[src/hw/rtl/pru_pkg.sv]
// Shared constants and types for the pixel replicate upscaler.
// No dependencies; imported by every module of the block except the generic RAM.
`timescale 1ns / 1ps

package pru_pkg;

  localparam int MAX_WIDTH  = 1024;
  localparam int MAX_FACTOR = 64;

  localparam int COL_W    = $clog2(MAX_WIDTH);       // column index bits
  localparam int WIDTH_W  = COL_W + 1;               // source_width register bits
  localparam int FACTOR_W = $clog2(MAX_FACTOR) + 1;  // scale_factor register bits
  localparam int LEFT_W   = $clog2(MAX_FACTOR);      // words still to emit after this one
  localparam int PIX_W    = 24;
  localparam int ADDR_W   = 3;
  localparam int DATA_W   = 32;

  // command codes
  localparam logic CMD_PIXEL  = 1'b0;
  localparam logic CMD_REPLAY = 1'b1;

  // register index (paddr[2])
  localparam logic REG_SCALE = 1'b0;
  localparam logic REG_WIDTH = 1'b1;

  // one input item after decode, as it travels to the emitter
  typedef struct packed {
    logic [PIX_W-1:0]  pix;
    logic              row_done;
    logic [1:0]        pad;
    logic              pending;
    logic              err;
    logic [LEFT_W-1:0] left;
  } pru_item_t;

endpackage

[src/hw/rtl/pru_emit.sv]
// Output stage: holds one decoded item and sends its copies, one word per cycle while out_stall is low.
// Depends on pru_pkg.
`timescale 1ns / 1ps

module pru_emit
  import pru_pkg::*;
(
  input  logic      clk,
  input  logic      rst,
  input  logic      load,
  input  pru_item_t item,
  output logic      done,
  output logic      out_valid,
  input  logic      out_stall,
  output logic [7:0] out_red,
  output logic [7:0] out_green,
  output logic [7:0] out_blue,
  output logic       row_end,
  output logic [1:0] pad_bytes,
  output logic       replay_pending,
  output logic       order_error,
  output logic       last
);

  logic              busy;
  pru_item_t         cur;
  logic [LEFT_W-1:0] left;
  logic              fin;

  assign fin  = (left == '0);
  assign done = busy && !out_stall && fin;

  always_ff @(posedge clk) begin
    if (rst) begin
      busy <= 1'b0;
    end else if (load) begin
      busy <= 1'b1;
    end else if (done) begin
      busy <= 1'b0;
    end
  end

  always_ff @(posedge clk) begin
    if (load) begin
      cur  <= item;
      left <= item.left;
    end else if (busy && !out_stall && !fin) begin
      left <= left - 1'b1;
    end
  end

  assign out_valid      = busy;
  assign out_red        = cur.pix[23:16];
  assign out_green      = cur.pix[15:8];
  assign out_blue       = cur.pix[7:0];
  assign row_end        = fin && cur.row_done;
  assign pad_bytes      = (fin && cur.row_done) ? cur.pad : 2'd0;
  assign replay_pending = cur.pending;
  assign order_error    = cur.err;
  assign last           = fin;

endmodule

[config.mk]
export PLATFORM = sky130hd
export DESIGN_NAME = pru_emit
export DESIGN_NICKNAME = d
export VERILOG_FILES = /design/src/hw/rtl/pru_pkg.sv /design/src/hw/rtl/pru_emit.sv
export SDC_FILE = /design/constraint.sdc
export NUM_CORES = 1
export LEC_CHECK = 0
export BUFFER_PORTS_ARGS = -buffer_cell sky130_fd_sc_hd__buf_4
export CAP_MARGIN = 20
export CORE_ASPECT_RATIO = 0.5
export CORE_MARGIN = 1.5
export CORE_UTILIZATION = 40
export CTS_CLUSTER_SIZE = 8
export DETAILED_ROUTE_END_ITERATION = 10
export PLACE_DENSITY_LB_ADDON = 0.08
export SETUP_SLACK_MARGIN = 0.1
export SLEW_MARGIN = 20
export SYNTH_ARGS = -nofsm -noshare
export SYNTH_HDL_FRONTEND = slang
export SYNTH_SLANG_ARGS = --single-unit
export TNS_END_PERCENT = 20
[constraint.sdc]
create_clock -name clk -period 3.74 [get_ports clk]
set_clock_uncertainty 0.1 [all_clocks]
set_input_delay 1.122 -clock clk [delete_from_list [all_inputs] [get_ports clk]]
set_output_delay 1.122 -clock clk [all_outputs]
set_load 0.03 [all_outputs]
==> metrics.yaml <==
placement:
  place.gp.congestion: 0.7484
  place_ws_ps: 936.9
  placedCellCount: 192
  placed_area_sq_um: 1899
  port-buffer-count: 70
sta:
  slew_violations: 0
  slew_headroom: 0.5924
  rsz0062_at_grt: "false"
  fin_ws_ps: 808.9
  tns_ps: 0
  setup_viol: 0
  fin_crit_ps: 2931
  tightest_slew_ps: 610.2
  final_hold_viol_count: 0
  max_freq_mhz: 341.2
  fin_crit_sh: 0.7837
cells_and_area:
  fin_cells: 200
  fillers: 301
  drive_gt1_frac: 0.5302
  nNetsFinal: 189
  synthToLayoutAreaGrowth_pct: 32.75
  final_area_sq_um: 1983
  diodes: 0
global_routing:
  first_global_vias: 740
  grt_max_degree: 46
  grt_overflow_total: 0
  grt_first_pass_wirelength_mm: 3.463
  track_usage: 0.1206
  antenna_found_initial: 0
route:
  vias: 847
  ant_nets: 0
  totalWireLength_mm: 2.389
  wl_per_cell_um: 11.95
  drt_iter0_drc: 40
  drc_errors: 0
  first_pass_iters: 4
  routed_via_density: 4.235
clock_tree:
  hold_buffers: 0
  cts_tree: "yes"
  clkSinkCount: 36
  numCtsBuffers: 5
  cts.reportedPaths.clkPinSlew_ps: 70
  cts.repair.resized: 0
  cts_setup_buffers: 0
  clk_path_buf_depth: 2
  cts_max_level: 2
  clkLatencyLatePin_ps: 270
  cts-root-buf: "clkbuf_8"
worst_setup_path:
  critical_path_class: "reg2out"
  crit_required_ps: 2520
  r2r-start: "left[3]$_DFFE_PP_"
  critical_path_arrival_ps: 1710
  cp_max_fo: 7
  regToRegSetupSlack_ps: 1960
  r2r_end: "left[4]$_DFFE_PP_"
  r2r_cells: 3
  start_kind: "flop"
  cp-end-kind: "primary output"
synthesis:
  yosys_warnings: 0
  yosysUniqueCellTypes: 24
  ys.flop_type: "edfxtp_1"
  synth_nets: 137
  synth_area_sq_um: 1494
  avgSynthCellArea_sq_um: 15.56
  synth_enable_flop_cells: 35
  syn_inst: 96
  ys_ff_latch: 36
  yosysSeqAreaShare: 0.7169
  async_flop_share: 0
pwr:
  powerDensity_nw_per_um2: 458.3
  leakagePower_uw: 0.0008348
  vdd_drop_max_mv: 0.2283
die:
  dieArea_sq_um: 4133
  die_h_um: 46.22
  io_pins: 71
  core_sq_um: 3510
  die_w_um: 89.43
  rows: 15
  initial_utilization: 0.4257
outcome:
  status: "finished, final reports clean"
hold_path:
  min-delay-start: "out_valid$_SDFFE_PP0P_"
  hold_path_class: "reg2reg"
  holdPathStages: 2
  min_to: "out_valid$_SDFFE_PP0P_"
run:
  drv_cap: 0
==> cell families (layout without fill, tap and decap cells) <==
group | Yosys count | count (layout) | synth area share
buf+inv | 27 | 80 | 0.1281
simple gates | 19 | 19 | 0.08209
compound gates | 8 | 8 | 0.03183
flops | 36 | 36 | 0.7169
mux | 1 | 1 | 0.006700
fa+ha+maj | 2 | 2 | 0.01675
xor+xnor | 3 | 3 | 0.01759
==> how the worst max path moves through the flow <==
| stage | start | endpoint | slack [ps] | depth (start not counted) |
|---|---|---|---|---|
| 2_1_floorplan | left[4]$_DFFE_PP_ | done | 870 | 3 |
| 3_3_place_gp | out_stall | done | 930 | 3 |
| 3_5_place_dp | out_stall | done | 940 | 3 |
| 4_1_cts | left[3]$_DFFE_PP_ | pad_bytes[0] | 780 | 4 |
| 5_1_grt | left[3]$_DFFE_PP_ | pad_bytes[1] | 680 | 4 |
| 6_report | left[3]$_DFFE_PP_ | pad_bytes[0] | 810 | 4 |
==> final cells by class <==
cell class / count / area (sq um) / area share
Clock buffer: 6 / 72.57 / 0.03659
Tap cell: 51 / 63.81 / 0.03218
Timing Repair Buffer: 70 / 525.5 / 0.2650
Multi-Input combinational cell: 33 / 231.5 / 0.1167
Sequential cell: 36 / 1071 / 0.5401
Clock inverter: 2 / 11.26 / 0.005678
Inverter: 2 / 7.507 / 0.003785
==> per-stage QoR <==
stage | total power, uW | utilization | hold slack [ps]
floorplan | 607.9 | - | 473.7
global placement | 658.4 | 0.5412 | 410.5
detailed placement | 660.1 | 0.5412 | 423.2
CTS | 921.0 | 0.5651 | 429.2
global route | 949.8 | 0.5651 | 453.5
finish | 908.9 | 0.5651 | 431.8
==> power by group <==
| group | switching [uW] | leakage, uW | internal, uW |
|---|---|---|---|
| clock network | 130 | 0.0000388 | 129 |
| logic | 83.1 | 0.000444 | 69.0 |
| registers | 14.9 | 0.000352 | 482 |
| total | 228 | 0.000835 | 680 |
==> registers in the layout (all words and copies together) (netlist names) <==
signal and count:
out_valid 1, order_error 1, cur 3, out_red 8
replay_pending 1, out_green 8, left 6, out_blue 8
==> layout by cell type, fill, tap and decap left out, types with 2 or more instances in the layout <==
cell / instances
buf_4: 70
edfxtp_1: 35
nand2_1: 6
o21ai_0: 5
clkbuf_8: 5
xnor2_1: 3
inv_1: 2
and3_1: 2
nor2_1: 2
ha_1: 2
==> critical path, stage by stage (launching register included) <==
cell,delay (ps)
edfxtp_1,440
or2_4,270
nor4b_4,350
and3_1,210
buf_4,160
==> cell usage after synthesis (all sizes together) (2+ instances only) <==
cell    number  share of area
edfxtp      35           0.70
buf         24           0.12
nand2        6          0.015
o21ai        5          0.017
xnor2        3          0.018
and3         2         0.0084
ha           2          0.017
inv          2         0.0050
nor2         2         0.0050
==> layer usage <==
metal | vias up | global-route usage | wire length (um)
li1 | 424 | - | -
met1 | 389 | 0.1379 | 1001
met2 | 29 | 0.1970 | 1188
met3 | 5 | 0.05735 | 175
met4 | 0 | 0.05538 | 24
met5 | - | 0 | 0
Note: power is estimated with default switching activity, not from simulation.
